### config.mk
export PLATFORM = sky130hd
export DESIGN_NAME = vma_ctrl
export DESIGN_NICKNAME = d
export VERILOG_FILES = /design/src/sv/vma_pkg.sv /design/src/sv/vma_ctrl.sv
export SDC_FILE = /design/constraint.sdc
export NUM_CORES = 1
export LEC_CHECK = 0
export BUFFER_PORTS_ARGS = -buffer_cell sky130_fd_sc_hd__buf_2
export CAP_MARGIN = 20
export CORE_UTILIZATION = 25
export DETAILED_ROUTE_END_ITERATION = 16
export SYNTH_ARGS = -nofsm -noshare
export SYNTH_HDL_FRONTEND = slang
export SYNTH_SLANG_ARGS = --single-unit
export TNS_END_PERCENT = 5
### constraint.sdc
create_clock -name clk_i -period 2.1 [get_ports clk_i]
set_input_delay 0 -clock clk_i [delete_from_list [all_inputs] [get_ports clk_i]]
set_output_delay 0 -clock clk_i [all_outputs]
set_load 0.005 [all_outputs]
### src/sv/vma_pkg.sv
`default_nettype none

package vma_pkg;

  localparam int FIELD_COUNT = 8;
  localparam int SAMPLE_W = 16;
  localparam int CFG_W = 8;
  localparam logic [CFG_W-1:0] WINDOW_RESET = 8'd100;
  localparam int LANES_DEFAULT = 8;
  localparam int WINDOW_DEPTH_DEFAULT = 128;
  localparam int LEN_LIMIT = 255;

  typedef struct packed {
    logic signed [SAMPLE_W-1:0] sample_0;
    logic signed [SAMPLE_W-1:0] sample_1;
    logic signed [SAMPLE_W-1:0] sample_2;
    logic signed [SAMPLE_W-1:0] sample_3;
    logic signed [SAMPLE_W-1:0] sample_4;
    logic signed [SAMPLE_W-1:0] sample_5;
    logic signed [SAMPLE_W-1:0] sample_6;
    logic signed [SAMPLE_W-1:0] sample_7;
  } in_item_t;

  typedef struct packed {
    logic signed [SAMPLE_W-1:0] average_0;
    logic signed [SAMPLE_W-1:0] average_1;
    logic signed [SAMPLE_W-1:0] average_2;
    logic signed [SAMPLE_W-1:0] average_3;
    logic signed [SAMPLE_W-1:0] average_4;
    logic signed [SAMPLE_W-1:0] average_5;
    logic signed [SAMPLE_W-1:0] average_6;
    logic signed [SAMPLE_W-1:0] average_7;
  } out_item_t;

  typedef enum logic [2:0] {
    ST_IDLE,
    ST_UPDATE,
    ST_LOAD,
    ST_DIVIDE,
    ST_DONE
  } vma_state_e;

  typedef struct packed {
    logic accept;
    logic update;
    logic load;
    logic step;
    logic finish;
  } vma_cmd_t;

  typedef struct packed {
    logic out_busy;
  } vma_sts_t;

  function automatic int calc_max_len(int depth);
    return (depth < LEN_LIMIT) ? depth : LEN_LIMIT;
  endfunction

  function automatic int calc_cnt_w(int depth);
    return $clog2(calc_max_len(depth) + 1);
  endfunction

  function automatic int calc_div_iter(int depth);
    return (SAMPLE_W + calc_cnt_w(depth) + 1) >> 1;
  endfunction

  function automatic logic signed [SAMPLE_W-1:0] get_sample(in_item_t item, int idx);
    logic signed [SAMPLE_W-1:0] s;
    unique case (idx)
      0: s = item.sample_0;
      1: s = item.sample_1;
      2: s = item.sample_2;
      3: s = item.sample_3;
      4: s = item.sample_4;
      5: s = item.sample_5;
      6: s = item.sample_6;
      7: s = item.sample_7;
      default: s = '0;
    endcase
    return s;
  endfunction

endpackage

`default_nettype wire

### src/sv/vma_ctrl.sv
`default_nettype none

module vma_ctrl
  import vma_pkg::*;
#(
  parameter int DIV_ITER = 12
) (
  input  wire       clk_i,
  input  wire       rst_ni,
  input  wire       in_valid_i,
  output logic      in_ready_o,
  input  vma_sts_t  sts_i,
  output vma_cmd_t  cmd_o
);

  localparam int IT_W = (DIV_ITER > 1) ? $clog2(DIV_ITER) : 1;
  localparam logic [IT_W-1:0] IT_LAST = IT_W'(DIV_ITER - 1);

  vma_state_e state_q, state_d;
  logic [IT_W-1:0] iter_q, iter_d;

  always_ff @(posedge clk_i or negedge rst_ni) begin
    if (!rst_ni) begin
      state_q <= ST_IDLE;
      iter_q  <= '0;
    end else begin
      state_q <= state_d;
      iter_q  <= iter_d;
    end
  end

  always_comb begin
    state_d    = state_q;
    iter_d     = iter_q;
    cmd_o      = '0;
    in_ready_o = 1'b0;
    unique case (state_q)
      ST_IDLE: begin
        in_ready_o = 1'b1;
        if (in_valid_i) begin
          cmd_o.accept = 1'b1;
          state_d      = ST_UPDATE;
        end
      end
      ST_UPDATE: begin
        cmd_o.update = 1'b1;
        state_d      = ST_LOAD;
      end
      ST_LOAD: begin
        cmd_o.load = 1'b1;
        iter_d     = '0;
        state_d    = ST_DIVIDE;
      end
      ST_DIVIDE: begin
        cmd_o.step = 1'b1;
        iter_d     = iter_q + 1'b1;
        if (iter_q == IT_LAST) begin
          iter_d  = '0;
          state_d = ST_DONE;
        end
      end
      ST_DONE: begin
        if (!sts_i.out_busy) begin
          cmd_o.finish = 1'b1;
          state_d      = ST_IDLE;
        end
      end
      default: state_d = ST_IDLE;
    endcase
  end

  assert property (@(posedge clk_i) disable iff (!rst_ni)
    (state_q == ST_DIVIDE && iter_q == IT_LAST) |=> state_q == ST_DONE)
    else $error("divide did not end after the last step");

endmodule

`default_nettype wire

==> flow_summary.toml, run 1 <==
[cts]
path_clk_slew_ns = 0.06
cts_tree = "yes"
cts_buffers = 3
cts_sinks = 7
cts_max_level = 1
insertion_delay_ns = 0.26
cts_repair_resize_count = 0
root_buffer = "clkbuf_4"
cts_buffer_depth = 2

[cells_and_area]
regArea_um2 = 175
drive_gt1_frac = 0.291
fin_nets = 61
area_delta_synth_final_pct = 22.8
fillCellCount = 156
antenna_cells = 0
instances_no_fill = 70
multi_input_area_um2 = 176
final_util = 0.344

[routing]
detail-route-antenna-nets = 0
wl_um = 752
via_per_inst = 4.74
drt_pass1_iterations = 2
highest-signal-layer = "met4"
met2_length_um = 301
route.detailed.drc = 0
routedWlPerCell_um = 10.7
met3_length_um = 55
vias = 332
drtIter0Drc = 4
wl_met1_um = 365

[setup_path]
worstPathArrival_ns = 1.48
start_kind = "flip-flop"
crit_path_top_delay_cell = "dfrtp_1"
crit_family = "compound AO/OA/AOI/OAI gates"
worstPathRequired_ns = 2.28
critPathBufInv = 0
max_stage_delay_ns = 0.45
cp_cell_sequence = "nand3b_1, a31o_2, o211ai_1"
crit_path_max_fanout = 8
critPathKind = "reg2reg"
critPathCaptureType = "flip-flop"

[synthesis]
synth_top_area_share = 0.464
yosysSeqAreaShare = 0.464
synth_cells = 43
synth_nets = 48
synth_cell_type_count = 21
yosys_warnings = 0
post-synth-top-area-cell = "dfrtp_1"
synth_area_um2 = 378
ys_ff_latch = 7
netlist_top_cells_area = "dfrtp_1, nand2_1, o21ai_0, nand3_1, buf_4"
postSynthAreaPerCell_um2 = 8.79

[grt]
grt-ovfl-total = 0
first_global_vias = 293
grt_pass1_wl_um = 1220
antenna_found_initial = 0
grt_max_degree = 10
grtUsageTotal = 0.127

[timing]
rsz0062_at_grt = "no"
period_needed_ns = 1.30
skew_ns = 0.00593
finalSetupTns_ns = 0
final_hold_viol_count = 0
post-route-period-util = 0.620
finalSetupViolCount = 0
tightestPinTransition_ns = 0.265
maxSlewViolCount = 0
fmax_mhz = 768
relSlewSlack = 0.823

[placement]
place_congestion = 0.665
io_buffers = 9
place_hpwl_um = 543
dp.cells = 65

[pwr]
finalPower_mw = 0.608
vdd_drop_max_uv = 501
p_leak_nw = 0.224
power_density_mw_per_mm2 = 1310

[floorplanning]
num_io_pins = 10
std_cell_rows = 13
core_mm2 = 0.00135
start_util = 0.280
die_area_mm2 = 0.00167
die_y_um = 40.9
die_w_um = 40.9

[worst_hold_path]
hold_class = "in2reg"

[flow_run]
cap_violations = 0

[run_status]
outcome = "completed"
==> Yosys cell counts, drive strengths merged <==
master	count
a21boi	1
a31o	1
a31oi	1
and2	1
buf	2
dfrtp	7
ha	1
inv	3
nand2	6
nand3	3
nand3b	1
nor2	4
nor2b	1
nor3	1
nor3b	1
o211ai	1
o21ai	4
o31ai	1
or2	1
or2b	1
or3	1
==> placed cells by master, fill, tap and decap left out, drive strengths merged, types with 3 or more instances in the layout <==
cell    n
nand3   3
clkbuf  3
dfrtp   7
nor2    4
buf     9
inv     3
nand2   6
o21ai   4
==> worst min-delay path, delay by kind of cell <==
family | cells | cell delay [ns]
AND/OR/NAND/NOR | 1 | 0.06
AO/OA/AOI/OAI | 1 | 0.07
buffers and inverters | 1 | 0.10
==> per-layer routing <==
| layer | up-vias | GRT usage |
|---|---|---|
| li1 | 169 | - |
| met1 | 147 | 0.120 |
| met2 | 12 | 0.191 |
| met3 | 4 | 0.0652 |
| met4 | 0 | 0.125 |
| met5 | - | 0 |
==> worst paths after layout <==
check,startpoint,to,slack [ns],depth (start not counted)
setup / recovery,state_q[2],iter_q[3],0.80,3
max in group asynchronous,rst_ni,iter_q[2],1.85,2
setup reg to reg,state_q[2],iter_q[3],0.80,3
hold / removal,sts_i,state_q[2],0.02,3
hold reg to reg,iter_q[0],iter_q[0],0.53,1
min in group asynchronous,rst_ni,iter_q[0],0.09,2
==> registers in the layout, summed over array words and instances, names as in the netlist <==
name     count
iter_q       4
state_q      3
==> per-stage QoR <==
stage               hold WS [ns]  cell area, µm²  worst slack (ns)
CTS                       0.0104             464             0.777
finish                    0.0212             464             0.798
global route              0.0191             464             0.677
global placement          -0.161             427             0.806
detailed placement        -0.157             427             0.788
floorplan                 -0.296             378             0.952
==> repair_timing <==
item,in CTS,in global routing
buffers inserted,0,0
hold endpoints to repair,7,0
hold buffers,1,0
==> kinds of logic after synthesis <==
| group | after synthesis | synth area share |
|---|---|---|
| and+or+nand+nor | 21 | 0.281 |
| AOI/OAI and AO/OA | 9 | 0.152 |
| buffers and inverters | 5 | 0.0695 |
| DFF | 7 | 0.464 |
| adders and majority gates | 1 | 0.0331 |
==> final cells by class <==
cell class | count | share of cell area
Sequential cell | 7 | 0.377
Tap cell | 15 | 0.0404
Clock inverter | 1 | 0.0108
Multi-Input combinational cell | 31 | 0.380
Clock buffer | 3 | 0.0485
Timing Repair Buffer | 10 | 0.119
Inverter | 3 | 0.0243
==> where the power goes <==
part           switching [mW]  internal [mW]  leakage, nW
logic                   0.114          0.118        0.115
registers              0.0679          0.182       0.0908
clock network          0.0567         0.0699       0.0177
Power figures use the tool's default switching activity.
==> run 2, diff against run 1 <==
- ABC_AREA: default -> 1
- clock period: 2.1 -> 1.3 ns (I/O delays scaled with it)
==> run 2 against run 1 <==
Design area is 6.2% higher. Non-clock buffer count is the same. First-iteration DRC count stayed put. Sequential cell count unchanged. Combinational power grew 99%. Critical endpoint is now cmd_o[4]. Highest routed layer is now met3.
==> flow_summary.toml, run 2 <==
[setup_path]
crit_path_max_fanout = 6
worstPathRequired_ns = 1.30
worstPathArrival_ns = 1.18
critPathKind = "reg2out"
critPathCaptureType = "output pin"
start_kind = "flip-flop"

[cells_and_area]
regMostFlops = "iter_q"
regArea_um2 = 175
area_delta_synth_final_pct = 21.2
largestRegisters = "iter_q (4), state_q (3)"
mostFrequentLayoutCell = "nand2_1"
antenna_cells = 0
mostFrequentLayoutCells = "nand2_1, buf_2, dfrtp_1"
multi_input_area_um2 = 190
fillCellCount = 173
largest_reg_flops = 4
fin_nets = 70
drive_gt1_frac = 0.281

[pwr]
p_sw_mw = 0.464
power_density_mw_per_mm2 = 2170
sequentialPowerShare = 0.388
clockPowerShare = 0.179
internal-power_mw = 0.604
vdd_drop_max_uv = 940
pwr-share-comb = 0.433
p_leak_nw = 0.275
switching_share = 0.434

[run_status]
outcome = "completed"

[synthesis]
postSynthAreaPerCell_um2 = 7.82
synth_top_flop_cell = "dfrtp_1"
yosys_warnings = 0
yosysMostFrequentCell = "nand2_1"
synth_cell_type_count = 18
synth-edff-count = 0
synth_nets = 57
synth_area_um2 = 407
netlist_top_cells_area = "dfrtp_1, nand2_1, nand3_1, inv_1, buf_4"
post-synth-top-area-cell = "dfrtp_1"
synthTopCellsByCount = "nand2_1, dfrtp_1, nand3_1"
ys_ff_latch = 7
async_flop_share = 1.00
yosysSeqAreaShare = 0.431
synth_top_area_share = 0.431
synth_cells = 52

[timing]
tightestPinTransition_ns = 0.264
rsz0062_at_grt = "no"
fmax_mhz = 850
skew_ns = 0.000881
period_needed_ns = 1.18
finalSetupViolCount = 0
maxSlewViolCount = 0
whs_ns = 0.0470
final_hold_viol_count = 0
post-route-period-util = 0.905
relSlewSlack = 0.824
finalSetupTns_ns = 0

[routing]
met2_length_um = 322
route.detailed.drc = 0
met3_length_um = 46
via_per_inst = 4.60
wl_um = 757
drtIter0Drc = 4
wl_met1_um = 388
vias = 368
highest-signal-layer = "met3"
routedWlPerCell_um = 9.46
detail-route-antenna-nets = 0
drt_pass1_iterations = 3

[cts]
path_clk_slew_ns = 0.05
cts_buffer_depth = 2
root_buffer = "clkbuf_4"
cts_sinks = 7
cts_repair_resize_count = 0
insertion_delay_ns = 0.24
cts_buffers = 3
cts_max_level = 1
cts_tree = "yes"
postCtsSetupBuffers = 0

[placement]
place_hpwl_um = 597
place_congestion = 0.714
io_buffers = 9

[floorplanning]
die_y_um = 42.3
core_mm2 = 0.00151
start_util = 0.270
num_io_pins = 10
std_cell_rows = 14
die_area_mm2 = 0.00179
die_w_um = 42.3

[grt]
antenna_found_initial = 0
grt_pass1_wl_um = 1460
grt_max_degree = 9
grtUsageTotal = 0.115
grt-ovfl-total = 0
first_global_vias = 350

[flow_run]
cap_violations = 0

[worst_hold_path]
hold_class = "in2reg"
run 2: metrics by stage:
step | util | cell area, µm² | setup WS (ns) | cells | power, mW
2_1_floorplan | - | 407 | 0.249 | 52 | 0.772
3_3_place_gp | 0.303 | 457 | 0.161 | 75 | 0.874
3_5_place_dp | 0.303 | 457 | 0.154 | 75 | 0.882
4_1_cts | 0.327 | 493 | 0.0997 | 80 | 1.09
5_1_grt | 0.327 | 493 | 0.0272 | 80 | 1.20
6_report | 0.327 | 493 | 0.124 | 80 | 1.07
run 2: critical path, stage by stage (launching register included):
cell and delay (ns):
dfrtp_1 0.44, nor2_1 0.16, inv_1 0.08, nor3_1 0.12, buf_2 0.13
run 2: kinds of logic (layout without fill, tap and decap cells):
kind of cell | Yosys count | after routing | share of synthesized area
DFF | 7 | 7 | 0.431
xor gates and xnor gates | 1 | 1 | 0.0215
and+or+nand+nor | 30 | 30 | 0.357
AOI/OAI and AO/OA | 4 | 4 | 0.0585
adders and majority gates | 1 | 1 | 0.0308
buffers and inverters | 9 | 21 | 0.102
run 2: power by group through the flow:
stage | Combinational, mW | Sequential [mW] | Clock [mW]
after floorplan | 0.408 | 0.364 | 0
after global placement | 0.459 | 0.415 | 0
after detailed placement | 0.467 | 0.416 | 0
after CTS | 0.473 | 0.413 | 0.205
after global routing | 0.545 | 0.433 | 0.222
final | 0.462 | 0.414 | 0.192
run 2: routing by layer:
metal | global-route usage | up-vias
met3 | 0.0517 | 0
met4 | 0.0750 | 0
li1 | - | 195
met5 | 0 | -
met1 | 0.142 | 163
met2 | 0.160 | 10
run 2: area by class of cell:
class,count,area share
clock buffers,4,0.0533
inverters,7,0.0533
multi-input cells,36,0.386
flip-flops and latches,7,0.355
well taps,16,0.0406
repair buffers,10,0.112
run 2: worst paths after layout:
kind                       startpoint    endpoint  cells after the start  slack, ns
hold reg to reg             iter_q[0]   iter_q[0]                      1       0.54
hold / removal                  sts_i  state_q[2]                      3       0.05
setup reg to reg            iter_q[0]  state_q[2]                      5       0.15
setup / recovery           state_q[0]    cmd_o[4]                      4       0.12
max in group asynchronous      rst_ni  state_q[1]                      2       1.03
min in group asynchronous      rst_ni  state_q[0]                      2       0.12
run 2: what timing repair did:
action                                 CTS  global route
hold buffers                             1             0
setup endpoints to repair                0             0
endpoints found under the hold margin    7             0
==> run 3, diff against run 2 <==
- CORE_AREA: default -> 2 2 39 41
- CORE_UTILIZATION: 25 -> default
- DIE_AREA: default -> 0 0 41 43
==> run 3 against run 2 <==
Design area unchanged. Register-to-register slack hardly changed. Clock skew rose by 0.0034 ns. Total power barely moved. Utilization increased by 2.9 points. Die area is 1.6% lower. Global-route usage down 0.43 points. Critical endpoint unchanged.
==> flow_summary.toml, run 3 (same netlist as run 2, synthesis figures left out) <==
[setup_path]
crit_path_top_delay_cell = "dfrtp_1"
critPathKind = "reg2out"
reg2reg_slack_ns = 0.14
cp-startpoint = "state_q[0]"
worstPathArrival_ns = 1.17
crit_family = "flip-flops"
start_kind = "flip-flop"
critPathBufInv = 2
r2r-start = "iter_q[0]"
max_stage_delay_ns = 0.44
worstPathRequired_ns = 1.30
crit_path_max_fanout = 6
cp_cell_sequence = "nor2_1, inv_1, nor3_1, buf_2"
critPathCaptureType = "output pin"

[floorplanning]
std_cell_rows = 14
core_mm2 = 0.00138
num_io_pins = 10
die_area_mm2 = 0.00176
die_w_um = 41
start_util = 0.294
die_y_um = 43

[run_status]
outcome = "completed"

[timing]
period_needed_ns = 1.17
finalSetupViolCount = 0
final_hold_viol_count = 0
tightestPinTransition_ns = 0.248
finalSetupTns_ns = 0
fmax_mhz = 854
maxSlewViolCount = 0
post-route-period-util = 0.900
rsz0062_at_grt = "no"
skew_ns = 0.00429
relSlewSlack = 0.835

[cts]
root_buffer = "clkbuf_4"
cts_buffer_depth = 2
cts_repair_resize_count = 0
cts_buffers = 3
hold_buffers = 1
cts_sinks = 7
postCtsSetupBuffers = 0
insertion_delay_ns = 0.25
cts_max_level = 1
cts_tree = "yes"
path_clk_slew_ns = 0.05

[grt]
grt_pass1_wl_um = 1300
first_global_vias = 313
grtUsageTotal = 0.111
grt_max_degree = 9
grt-ovfl-total = 0
antenna_found_initial = 0

[cells_and_area]
final_util = 0.356
regMostFlops = "iter_q"
largest_reg_flops = 4
mostFrequentLayoutCell = "nand2_1"
antenna_cells = 0
drive_gt1_frac = 0.281
fin_nets = 70
area_delta_synth_final_pct = 21.2
largestRegisters = "iter_q (4), state_q (3)"
mostFrequentLayoutCells = "nand2_1, buf_2, dfrtp_1"
design_area_um2 = 493

[placement]
io_buffers = 9
placed_cell_area_um2 = 457
place_hpwl_um = 607
place_congestion = 0.674

[routing]
via_per_inst = 4.60
wl_um = 755
route.detailed.drc = 0
drtIter0Drc = 12
drt_pass1_iterations = 4
vias = 368
detail-route-antenna-nets = 0
routedWlPerCell_um = 9.44

[pwr]
power_density_mw_per_mm2 = 2160
vdd_drop_max_uv = 915
p_leak_nw = 0.275

[worst_hold_path]
hold_class = "in2reg"
worstHoldStart = "sts_i"

[flow_run]
cap_violations = 0
[run 3: area by class of cell]
| cell class | instances | area (µm²) |
|---|---|---|
| fill | 145 | 891 |
| clock buffer | 4 | 26.3 |
| multi-input combinational | 36 | 190 |
| timing repair buffer | 10 | 55.1 |
| inverter | 7 | 26.3 |
| tap | 16 | 20.0 |
| sequential | 7 | 175 |
[run 3: layer usage]
metal,wire (µm),share of wire,track usage,vias to the layer above
met5,0,0,0,-
met4,0,0,0.0800,0
met3,60,0.079,0.0314,0
met2,342,0.45,0.147,10
met1,352,0.47,0.147,167
li1,-,-,-,191
[run 3: where the power goes]
group | internal, mW | switching (mW) | leakage [nW]
Combinational | 0.194 | 0.271 | 0.170
Clock | 0.117 | 0.0758 | 0.0150
Sequential | 0.294 | 0.116 | 0.0900
[run 3: worst reg2reg max path: cells and delay by family (launching register included)]
family,cells,cell delay [ns]
flip-flops,1,0.42
AND/OR/NAND/NOR,3,0.34
adder cells (fa/ha/maj),1,0.22
AO/OA/AOI/OAI,1,0.11
[run 3: worst paths after layout]
kind | to | cells past startpoint
min reg2reg | iter_q[0] | 1
max | cmd_o[4] | 4
min | state_q[2] | 3
max reg2reg | state_q[2] | 5
max in group asynchronous | iter_q[1] | 2
min in group asynchronous | iter_q[3] | 2
[run 3: through the flow]
stage | hold slack (ns) | total power, mW | cells | worst slack (ns)
detailed placement | -0.155 | 0.886 | 75 | 0.145
finish | 0.0559 | 1.07 | 80 | 0.129
CTS | 0.0461 | 1.09 | 80 | 0.116
floorplan | -0.296 | 0.772 | 52 | 0.249
global placement | -0.157 | 0.879 | 75 | 0.160
global route | 0.0776 | 1.19 | 80 | 0.00535
